## src/rtl/utf8dec_pkg.sv

```systemverilog
// Shared types and constants for the UTF-8 to UCS-4 stream decoder.
// No dependencies; imported by utf8dec_core and the top level.
package utf8dec_pkg;

  localparam int BYTE_W       = 8;
  localparam int CODE_W       = 31;
  localparam int TOTAL_W      = 16;
  localparam int WCLASS_W     = 3;
  localparam int PEND_W       = 3;
  localparam int COUNT_BITS_DEF = 16;

  localparam logic [CODE_W-1:0] WIDE4_MIN = CODE_W'('h10000);
  localparam logic [CODE_W-1:0] WIDE2_MAX = CODE_W'('h100);

  localparam logic [WCLASS_W-1:0] WCLASS_NONE = 3'd0;
  localparam logic [WCLASS_W-1:0] WCLASS_1    = 3'd1;
  localparam logic [WCLASS_W-1:0] WCLASS_2    = 3'd2;
  localparam logic [WCLASS_W-1:0] WCLASS_4    = 3'd4;

  typedef struct packed {
    logic                char_valid;
    logic [CODE_W-1:0]   code_point;
    logic                malformed;
    logic                string_done;
    logic                str_ok;
    logic [TOTAL_W-1:0]  char_total;
    logic [WCLASS_W-1:0] width_class;
  } result_t;

  function automatic logic [WCLASS_W-1:0] width_of(input logic [CODE_W-1:0] largest);
    if (largest >= WIDE4_MIN) return WCLASS_4;
    if (largest > WIDE2_MAX)  return WCLASS_2;
    return WCLASS_1;
  endfunction

endpackage

```

## src/rtl/utf8dec_core.sv

```systemverilog
// Byte decode and per-string running state: sequence accumulator, pending
// count, character counter, largest code point and error flag. Uses utf8dec_pkg.
module utf8dec_core #(
  parameter int COUNT_BITS = utf8dec_pkg::COUNT_BITS_DEF
) (
  input  logic                            clk,
  input  logic                            rst_n,
  input  logic                            advance,
  input  logic [utf8dec_pkg::BYTE_W-1:0]  byte_value,
  input  logic                            string_end,
  output logic                            has_result,
  output utf8dec_pkg::result_t            result
);
  import utf8dec_pkg::*;

  logic [CODE_W-1:0]     acc_r, acc_nxt;
  logic [PEND_W-1:0]     pend_r, pend_nxt;
  logic [COUNT_BITS-1:0] cnt_r, cnt_nxt;
  logic [CODE_W-1:0]     largest_r, largest_nxt;
  logic                  bad_r, bad_nxt;

  logic              finish;
  logic [CODE_W-1:0] fin_code;
  logic              bad_now;
  logic [CODE_W-1:0] acc_shift;

  assign acc_shift = {acc_r[CODE_W-7:0], byte_value[5:0]};

  always_comb begin
    acc_nxt     = acc_r;
    pend_nxt    = pend_r;
    cnt_nxt     = cnt_r;
    largest_nxt = largest_r;
    bad_nxt     = bad_r;
    finish      = 1'b0;
    fin_code    = '0;
    bad_now     = 1'b0;

    if (!bad_r) begin
      if (pend_r == '0) begin
        if (!byte_value[7]) begin
          finish   = 1'b1;
          fin_code = CODE_W'(byte_value);
        end else if (!byte_value[6]) begin
          bad_now = 1'b1;
        end else if (!byte_value[5]) begin
          acc_nxt = CODE_W'(byte_value[4:0]); pend_nxt = 3'd1;
        end else if (!byte_value[4]) begin
          acc_nxt = CODE_W'(byte_value[3:0]); pend_nxt = 3'd2;
        end else if (!byte_value[3]) begin
          acc_nxt = CODE_W'(byte_value[2:0]); pend_nxt = 3'd3;
        end else if (!byte_value[2]) begin
          acc_nxt = CODE_W'(byte_value[1:0]); pend_nxt = 3'd4;
        end else if (!byte_value[1]) begin
          acc_nxt = CODE_W'(byte_value[0]);   pend_nxt = 3'd5;
        end else begin
          bad_now = 1'b1;
        end
      end else if (byte_value[7:6] == 2'b10) begin
        acc_nxt  = acc_shift;
        pend_nxt = pend_r - 3'd1;
        if (pend_r == 3'd1) begin
          finish   = 1'b1;
          fin_code = acc_shift;
        end
      end else begin
        bad_now = 1'b1;
      end
      if (!bad_now && string_end && pend_nxt != '0) bad_now = 1'b1;
      if (finish) begin
        if (fin_code > largest_r) largest_nxt = fin_code;
        if (cnt_r != '1) cnt_nxt = cnt_r + 1'b1;
      end
      if (bad_now) begin
        bad_nxt = 1'b1;
        finish  = 1'b0;
      end
    end

    has_result         = finish || bad_now || string_end;
    result.char_valid  = finish;
    result.code_point  = finish ? fin_code : '0;
    result.malformed   = bad_now;
    result.string_done = string_end;
    result.str_ok      = string_end && !bad_nxt;
    result.char_total  = (string_end && !bad_nxt) ? TOTAL_W'(cnt_nxt) : '0;
    result.width_class = (string_end && !bad_nxt) ? width_of(largest_nxt) : WCLASS_NONE;
  end

  always_ff @(posedge clk) begin
    if (!rst_n) begin
      acc_r     <= '0;
      pend_r    <= '0;
      cnt_r     <= '0;
      largest_r <= '0;
      bad_r     <= 1'b0;
    end else if (advance) begin
      if (string_end) begin
        // start the next string from a clean slate
        acc_r     <= '0;
        pend_r    <= '0;
        cnt_r     <= '0;
        largest_r <= '0;
        bad_r     <= 1'b0;
      end else begin
        acc_r     <= acc_nxt;
        pend_r    <= pend_nxt;
        cnt_r     <= cnt_nxt;
        largest_r <= largest_nxt;
        bad_r     <= bad_nxt;
      end
    end
  end

  a_char_not_bad: assert property (@(posedge clk) disable iff (!rst_n)
    advance && result.char_valid |-> !result.malformed)
    else $error("character completed on a malformed beat");

  a_class_iff_ok: assert property (@(posedge clk) disable iff (!rst_n)
    advance && has_result |-> ((result.width_class != WCLASS_NONE) == result.str_ok))
    else $error("width class disagrees with the string status");

  a_end_clears: assert property (@(posedge clk) disable iff (!rst_n)
    advance && string_end |=> pend_r == '0 && !bad_r && cnt_r == '0)
    else $error("state not cleared after string end");

  a_bad_sticks: assert property (@(posedge clk) disable iff (!rst_n)
    advance && bad_now && !string_end |=> bad_r)
    else $error("error flag lost within a string");

endmodule

```

## src/rtl/utf8_to_ucs4_stream_decoder.sv

```systemverilog
// UTF-8 (legacy 1..6 byte forms) to 31-bit UCS-4 stream decoder, top level.
// Input register, utf8dec_core decode, result register. Uses utf8dec_pkg.
//
// Usage:
//   Input channel: one UTF-8 byte per beat on in_byte_value, with
//   in_string_end high on the last byte of a string. in_valid/in_stall.
//   Result channel: out_* fields, out_valid/out_stall. A beat appears when a
//   character completes, when a byte is malformed, or on a string's last
//   byte; other bytes (continuations, bytes dropped after an error) give none.
//   Throughput: one byte per cycle while the result register is not held
//   by out_stall; a single decode stage lies between the two registers.
//   Reset (rst_n low, synchronous) empties both registers and clears the
//   per-string state. While out_valid and out_stall are both high the
//   result register holds; the input register still fills, and in_stall
//   rises once it is full. out_char_total and out_width_class are nonzero
//   only on a well-formed string end.
module utf8_to_ucs4_stream_decoder #(
  parameter int COUNT_BITS = utf8dec_pkg::COUNT_BITS_DEF
) (
  input  logic                              clk,
  input  logic                              rst_n,
  input  logic                              in_valid,
  output logic                              in_stall,
  input  logic [utf8dec_pkg::BYTE_W-1:0]    in_byte_value,
  input  logic                              in_string_end,
  output logic                              out_valid,
  input  logic                              out_stall,
  output logic                              out_char_valid,
  output logic [utf8dec_pkg::CODE_W-1:0]    out_code_point,
  output logic                              out_malformed,
  output logic                              out_string_done,
  output logic                              out_str_ok,
  output logic [utf8dec_pkg::TOTAL_W-1:0]   out_char_total,
  output logic [utf8dec_pkg::WCLASS_W-1:0]  out_width_class
);
  import utf8dec_pkg::*;

  logic              s1_valid_r;
  logic [BYTE_W-1:0] s1_byte_r;
  logic              s1_end_r;
  logic              out_valid_r;
  result_t           res_r;

  logic    s2_ready, s1_adv, in_take, has_res;
  result_t res;

  assign s2_ready = !out_valid_r || !out_stall;
  assign s1_adv   = s1_valid_r && s2_ready;
  assign in_stall = s1_valid_r && !s2_ready;
  assign in_take  = in_valid && !in_stall;

  utf8dec_core #(.COUNT_BITS(COUNT_BITS)) u_core (
    .clk        (clk),
    .rst_n      (rst_n),
    .advance    (s1_adv),
    .byte_value (s1_byte_r),
    .string_end (s1_end_r),
    .has_result (has_res),
    .result     (res)
  );

  always_ff @(posedge clk) begin
    if (!rst_n) begin
      s1_valid_r <= 1'b0;
    end else if (in_take) begin
      s1_valid_r <= 1'b1;
    end else if (s1_adv) begin
      s1_valid_r <= 1'b0;
    end
  end

  always_ff @(posedge clk) begin
    if (in_take) begin
      s1_byte_r <= in_byte_value;
      s1_end_r  <= in_string_end;
    end
  end

  always_ff @(posedge clk) begin
    if (!rst_n) begin
      out_valid_r <= 1'b0;
    end else if (s2_ready) begin
      out_valid_r <= s1_adv && has_res;
    end
  end

  // hold the payload while the receiver stalls
  always_ff @(posedge clk) begin
    if (s2_ready && s1_adv && has_res) begin
      res_r <= res;
    end
  end

  assign out_valid       = out_valid_r;
  assign out_char_valid  = res_r.char_valid;
  assign out_code_point  = res_r.code_point;
  assign out_malformed   = res_r.malformed;
  assign out_string_done = res_r.string_done;
  assign out_str_ok      = res_r.str_ok;
  assign out_char_total  = res_r.char_total;
  assign out_width_class = res_r.width_class;

endmodule
```

## config.mk

```make
export PLATFORM = sky130hd
export DESIGN_NAME = utf8_to_ucs4_stream_decoder
export DESIGN_NICKNAME = d
export VERILOG_FILES = /design/src/rtl/utf8dec_pkg.sv /design/src/rtl/utf8dec_core.sv /design/src/rtl/utf8_to_ucs4_stream_decoder.sv
export SDC_FILE = /design/constraint.sdc
export NUM_CORES = 1
export LEC_CHECK = 0
export BUFFER_PORTS_ARGS = -buffer_cell sky130_fd_sc_hd__clkbuf_2
export CAP_MARGIN = 20
export CELL_PAD_IN_SITES_DETAIL_PLACEMENT = 1
export CELL_PAD_IN_SITES_GLOBAL_PLACEMENT = 1
export CORE_MARGIN = 4
export CORE_UTILIZATION = 46
export DETAILED_ROUTE_END_ITERATION = 12
export GPL_TIMING_DRIVEN = 0
export MAX_ROUTING_LAYER = met4
export PLACE_DENSITY = 0.9
export SYNTH_ARGS = -nofsm -noshare
export SYNTH_HDL_FRONTEND = slang
export SYNTH_SLANG_ARGS = --single-unit
```

## constraint.sdc

```tcl
create_clock -name clk -period 4.75 [get_ports clk]
set_input_delay 0.95 -clock clk [delete_from_list [all_inputs] [get_ports clk]]
set_output_delay 0.95 -clock clk [all_outputs]
set_load 0.005 [all_outputs]
```

==> qor.yml, run 1 <==
clock_tree:
  clock_latency_ns: 0.44
  cts.repair.resized: 0
  htreeDepth: 4
  cts_root_buf: "clkbuf_16"
  cts_num_sinks: 141
  numCtsBuffers: 17
  clk_path_buf_depth: 2
  clk_pin_slew_ns: 0.05
  cts_setup_buffers: 0
  cts_tree: "built"
  cts_hold_buf: 0
finish:
  antenna_cells: 0
  post-route-util_pct: 54.4
  nets: 867
  synthToLayoutAreaGrowth_pct: 16.2
  fillerInstances: 1698
  final_layout_size_suffix_gt1_share_pct: 15.4
synthesis:
  synthTopCellsByCount: "dfxtp_1 (78), edfxtp_1 (63), and3_1 (58), nand2_1 (56), inv_1 (47)"
  synth.area.top_cells: "edfxtp_1 (27%), dfxtp_1 (22%), ha_1 (6.2%), and3_1 (5.1%), a22o_1 (3.8%)"
  synth_fp_nets: 779
  ys_ff_latch: 141
  synthMostInstantiatedCell: "dfxtp_1"
  synth_edf_count: 63
  ys_seq_area_share_pct: 48.7
  ys.flop_type: "dfxtp_1"
  ys_types: 68
  avgSynthCellArea_sq_um: 9.70
  synth.top_cell.area_share_pct: 26.7
  ys.warnings.count: 0
  ys_async_sr_fraction_pct: 0
  syn_area_sq_um: 7090
  yosysTopAreaCell: "edfxtp_1"
  netlist_instances: 731
grt:
  grt_pass1_wl_mm: 34.0
  antenna_found_initial: 0
  grt_max_degree: 35
  grtUsageTotal_pct: 25.0
  gr-total-overflow: 0
  grt_pass1_vias: 6420
route:
  routedWlPerCell_microns: 20.5
  routed-via-count: 6216
  dr.pass1.iters: 5
  drc: 0
  routed_via_density: 6.10
  route.final.wire_length_mm: 20.9
  detail_route.iter0.violations: 506
  antenna_left: 0
sta:
  setup_viol: 0
  post-route-min-period_ns: 4.27
  rsz0062_at_grt: "no"
  slew-limit-headroom_pct: 44.5
  fin_tns_setup_ns: 0
  fmax_ghz: 0.234
  skew_ns: 0.0109
  period_share_pct: 89.9
  worst_pin_slew_ns: 0.831
  hold_ws_ns: 0.479
  maxSlewViolCount: 0
  hold_viol_final: 0
pwr:
  p_total_mw: 2.81
  leakage_nw: 3.37
  vdd_drop_max_mv: 0.292
  powerDensity_nw_per_um2: 340
setup_path:
  critPathSlowestCell: "nor4_1"
  crit_path_start_kind: "register"
  path_cells: "inv_1 > ha_1 > and4bb_4 > clkbuf_1 > and3_1 > ha_1 > nand4_1 > nor4_1 > a21oi_2 > o21ai_1 > a32o_1 > buf_6 > a22o_1"
  cp_data_arrival_time_ns: 4.64
  cp-end-kind: "register"
  cpMostUsedCell: "ha_1"
  critPathMaxFanout: 10
  max_stage_delay_ns: 0.57
  crit_type: "register to register"
  crit_required_ns: 5.12
  path_delay_family: "simple AND/OR/NAND/NOR gates"
  critPathBufInv: 3
floorplan:
  die_w_microns: 132
  start_util_pct: 46.8
  rows: 45
  die_area_sq_um: 17500
  die_h_microns: 132
  core_area_sq_um: 15100
  pin_count: 69
place:
  hpwl_mm: 14.8
  io_buffers: 68
  gp_congestion: 0.898
outcome:
  status: "finished, final reports clean"
flow_run:
  cap_violations: 0
hold_path:
  min_path_type: "register to register"
==> layout by cell type (no fill, tap or decap), drive strengths merged, types with 6 or more instances in the layout <==
master | Yosys | layout
a31oi | 6 | 6
nand3 | 44 | 44
dfxtp | 78 | 78
nand4 | 24 | 24
nor4 | 14 | 14
a21oi | 28 | 28
o21ai | 47 | 47
inv | 47 | 47
ha | 35 | 35
buf | 18 | 19
xor2 | 7 | 7
and2 | 10 | 10
and3 | 58 | 58
nor3 | 14 | 14
o21a | 6 | 6
nor2 | 43 | 43
clkinv | 1 | 7
nand2 | 56 | 56
a22o | 31 | 31
edfxtp | 63 | 63
clkbuf | 25 | 115
==> cells by family after synthesis <==
logic type	Yosys count	synth area share, %
muxes	2	0.282
and+or+nand+nor	295	22.6
AOI/OAI and AO/OA	155	15.3
buffers and inverters	91	5.49
adders and majority gates	35	6.17
xor gates and xnor gates	12	1.48
DFF	141	48.7
==> metal layers <==
layer	up-vias	routed length [microns]	track usage, %	part of all wire [%]
met1	3103	8960	30.7	43
met5	-	0	-	0
met2	198	10500	41.7	50
met4	0	465	8.60	2.2
li1	2874	-	-	-
met3	41	908	4.73	4.4
==> stage by stage <==
| step | instances | area, sq um | worst slack [ns] |
|---|---|---|---|
| 2_1_floorplan | 731 | 7090 | 0.473 |
| 3_5_place_dp | 988 | 7700 | 0.632 |
| 3_3_place_gp | 987 | 7670 | -1.11 |
| 6_report | 1019 | 8250 | 0.480 |
| 4_1_cts | 1019 | 8250 | 0.585 |
| 5_1_grt | 1019 | 8250 | 0.261 |
==> report_power, final <==
part,switching [mW],internal [mW],leakage (nW),total (mW)
Combinational,0.148,0.0678,1.85,0.215
Sequential,0.0160,1.30,1.25,1.31
Clock,0.505,0.775,0.269,1.28
Total,0.669,2.14,3.37,2.81
==> cell type report <==
cell class	count	area [sq um]	area share, %
Tap cell	188	235	2.85
Sequential cell	141	3450	41.9
Inverter	48	181	2.20
Clock inverter	9	95.1	1.15
Clock buffer	22	454	5.51
Buffer	43	208	2.52
Multi-Input combinational cell	499	3260	39.5
Timing Repair Buffer	69	360	4.37
==> worst paths after layout <==
check	from	to	slack, ns	depth (start not counted)
setup reg to reg	u_core.pend_r[0]	u_core.largest_r[19]	0.48	13
hold reg to reg	u_core.largest_r[5]	u_core.largest_r[5]	0.48	1
setup / recovery	u_core.pend_r[0]	u_core.largest_r[19]	0.48	13
hold / removal	u_core.largest_r[5]	u_core.largest_r[5]	0.48	1
==> sequential cells by signal (all words and copies together) (netlist names), 3 cells and up <==
signal	count
out_char_total	16
out_code_point	31
out_width_class	3
s1_byte_r	8
u_core.acc_r	25
u_core.cnt_r	16
u_core.largest_r	31
u_core.pend_r	3
Note: power is estimated with default switching activity, not from simulation.
==> run 2, diff against run 1 <==
ABC_AREA = 1   (was unset)
CORE_UTILIZATION = 44   (was 46)
==> qor.yml, run 2 <==
synthesis:
  yosysTopAreaCell: "edfxtp_1"
  netlist_instances: 1032  # +41%
  synthMostInstantiatedCell: "nand2_1"
  ys_ff_latch: 141  # unchanged
  synthTopCellsByCount: "nand2_1 (275), inv_1 (135), nand3_1 (100), nor2_1 (100), a21oi_1 (89)"
  synth_fp_nets: 1080  # +39%
  ys_async_sr_fraction_pct: 0  # unchanged
  synth.area.top_cells: "edfxtp_1 (25%), dfxtp_1 (20%), nand2_1 (13%), inv_1 (6.6%), nand3_1 (6.5%)"
  ys_types: 42  # -38%
  synth_edf_count: 63  # unchanged
  syn_area_sq_um: 7720  # +8.9%
  ys.flop_type: "dfxtp_1"
  synth.top_cell.area_share_pct: 24.5  # -2.2 points
  ys_seq_area_share_pct: 44.7  # -4.0 points
  avgSynthCellArea_sq_um: 7.48  # -23%
  ys.warnings.count: 0  # unchanged
clock_tree:
  htreeDepth: 4  # unchanged
  cts_setup_buffers: 0  # unchanged
  cts_num_sinks: 141  # unchanged
  cts_root_buf: "clkbuf_16"
  cts.repair.resized: 4  # +4
  cts_tree: "built"
  cts_hold_buf: 0  # unchanged
  clock_latency_ns: 0.44  # about the same
  clk_path_buf_depth: 2  # unchanged
  clk_pin_slew_ns: 0.06  # about the same
  numCtsBuffers: 17  # unchanged
sta:
  worst_pin_slew_ns: 0.694  # -0.137 ns
  hold_viol_final: 0  # unchanged
  setup_viol: 0  # unchanged
  rsz0062_at_grt: "no"
  fmax_ghz: 0.230  # -1.7%
  period_share_pct: 91.4  # +1.5 points
  fin_tns_setup_ns: 0  # unchanged
  post-route-min-period_ns: 4.34  # +0.0736 ns
  skew_ns: 0.00741  # -0.00350 ns
  maxSlewViolCount: 0  # unchanged
  slew-limit-headroom_pct: 53.3  # +8.8 points
setup_path:
  cpMostUsedCell: "nand2_1"
  max_stage_delay_ns: 0.45  # -0.12 ns
  crit_type: "register to register"
  critPathSlowestCell: "dfxtp_1"
  crit_path_start_kind: "register"
  crit_required_ns: 4.94  # -0.18 ns
  path_delay_family: "simple AND/OR/NAND/NOR gates"
  critPathBufInv: 6  # +3
  ff2ff_path_depth: 27  # +14
  r2r_start: "u_core.pend_r[0]"
  cp_data_arrival_time_ns: 4.53  # -0.11 ns
  cp-end-kind: "register"
  rr_endpoint: "out_width_class[1]"
  ff2ff_setup_slack_ns: 0.41  # -0.07 ns
  critPathMaxFanout: 10  # unchanged
route:
  dr_wl_met3_mm: 1.25  # +37%
  detail_route.iter0.violations: 519  # +2.6%
  wirelength_met1_mm: 10.4  # +16%
  routedWlPerCell_microns: 18.4  # -10%
  route.final.wire_length_mm: 25.0  # +20%
  met2_length_mm: 12.3  # +17%
  dr.pass1.iters: 5  # unchanged
  top_layer_used: "met4"
  routed-via-count: 7506  # +21%
  antenna_left: 0  # unchanged
  routed_via_density: 5.53  # -9.4%
  drc: 0  # unchanged
place:
  postPlaceCellArea_sq_um: 8360  # +8.7%
  dpl.cell_count: 1326  # +34%
  io_buffers: 68  # unchanged
  gp_congestion: 0.909  # +1.2%
  hpwl_mm: 18.2  # +23%
floorplan:
  start_util_pct: 44.8  # -2.0 points
  die_w_microns: 140  # +6.3%
  die_h_microns: 140  # +6.3%
  rows: 48  # +6.7%
  pin_count: 69  # unchanged
  die_area_sq_um: 19700  # +13%
  core_area_sq_um: 17200  # +14%
hold_path:
  hold_start: "u_core.largest_r[16]"
  min_path_type: "register to register"
  hold_path_depth: 2  # +1
  hold_end: "u_core.largest_r[16]"
outcome:
  status: "finished, final reports clean"
finish:
  nets: 1168  # +35%
  stdcell_count: 1358  # +33%
  final_cell_mix: "nand2_1 (275), inv_1 (134), nor2_1 (98), nand3_1 (98), a21oi_1 (89)"
  synthToLayoutAreaGrowth_pct: 16.8
  antenna_cells: 0  # unchanged
  final_layout_size_suffix_gt1_share_pct: 12.4  # -3.0 points
  design_area_sq_um: 9010  # +9.3%
  final_common_cell: "nand2_1"
  post-route-util_pct: 52.3  # -2.1 points
grt:
  antenna_found_initial: 0  # unchanged
  grt_max_degree: 30  # -14%
  grt_pass1_wl_mm: 40.8  # +20%
  grtUsageTotal_pct: 26.7  # +1.7 points
  grt_pass1_vias: 7965  # +24%
  gr-total-overflow: 0  # unchanged
pwr:
  vdd_drop_max_mv: 0.239  # -18%
  leakage_nw: 3.95  # +17%
  p_total_mw: 3.32  # +18%
  powerDensity_nw_per_um2: 369  # +8.3%
flow_run:
  cap_violations: 0  # unchanged
[run 2: cell count changes in the layout (fill, tap and decap cells not counted), moves of 27 or more]
| cell | before | now |
|---|---|---|
| a21oi_1 | 26 | 89 |
| a22o_1 | 31 | 0 |
| and3_1 | 58 | 2 |
| inv_1 | 47 | 134 |
| nand2_1 | 56 | 275 |
| nand3_1 | 43 | 98 |
| nor2_1 | 41 | 98 |
| o21ai_0 | 44 | 17 |
[run 2: cell families (layout without fill, tap and decap cells)]
kind of cell / after synthesis / count (layout) / synth area share (%)
XOR/XNOR: 11 / 11 / 1.25
AO/OA/AOI/OAI: 125 / 125 / 8.72
flip-flops: 141 / 141 / 44.7
buffers and inverters: 187 / 288 / 9.82
AND/OR/NAND/NOR: 533 / 533 / 29.8
adder cells (fa/ha/maj): 35 / 35 / 5.67
[run 2: layer usage]
metal	track usage (%)	up-vias
met5	-	-
met4	11.9	0
met3	4.68	80
met2	45.4	241
met1	31.0	3645
li1	-	3540
[run 2: power breakdown]
group          switching [mW]  internal, mW
clock                   0.551         0.844
sequential             0.0201          1.31
combinational           0.423         0.176
total                   0.994          2.33
[run 2: final cells by class]
| type | count | area (sq um) |
|---|---|---|
| sequential | 141 | 3450 |
| clock inverter | 12 | 161 |
| inverter | 141 | 534 |
| clock buffer | 20 | 447 |
| multi-input combinational | 704 | 3530 |
| buffer | 46 | 246 |
| tap | 225 | 282 |
| timing repair buffer | 69 | 360 |
| fill | 2188 | 8220 |
[run 2: stage by stage]
step	hold WS, ns	setup WS (ns)
floorplan	0.424	1.23
global placement	0.439	0.166
detailed placement	0.440	0.0329
CTS	0.466	0.0982
global route	0.476	0.00653
finish	0.466	0.407
[run 2: worst max path at each step]
stage,cells past startpoint,end,from,slack (ns)
2_1_floorplan,29,out_width_class[1],u_core.pend_r[1],1.23
3_3_place_gp,29,out_width_class[1],u_core.pend_r[1],0.17
3_5_place_dp,27,out_width_class[1],u_core.pend_r[0],0.03
4_1_cts,27,out_width_class[1],u_core.pend_r[0],0.1
5_1_grt,27,out_width_class[1],u_core.pend_r[0],0.007
6_report,27,out_width_class[1],u_core.pend_r[0],0.41
[run 2: worst register-to-register path, cell delays in order, from the launching register on]
cell and delay [ns]:
dfxtp_1 0.45, inv_1 0.12, ha_1 0.25, nand2_1 0.10, clkbuf_4 0.24, buf_2 0.27
nand3_1 0.25, inv_1 0.12, ha_1 0.24, nand2_1 0.12, inv_1 0.06, nand2_1 0.06
nand2_1 0.07, nand2_1 0.07, nand2_1 0.06, a21oi_1 0.15, nand2_1 0.16, nand2_4 0.16
buf_2 0.27, nand2_1 0.11, o21ai_1 0.12, nand2_1 0.09, nor2_1 0.10, nand2_1 0.08
nor2_2 0.15, nand2_1 0.11, nand2_1 0.08, nor2_1 0.04
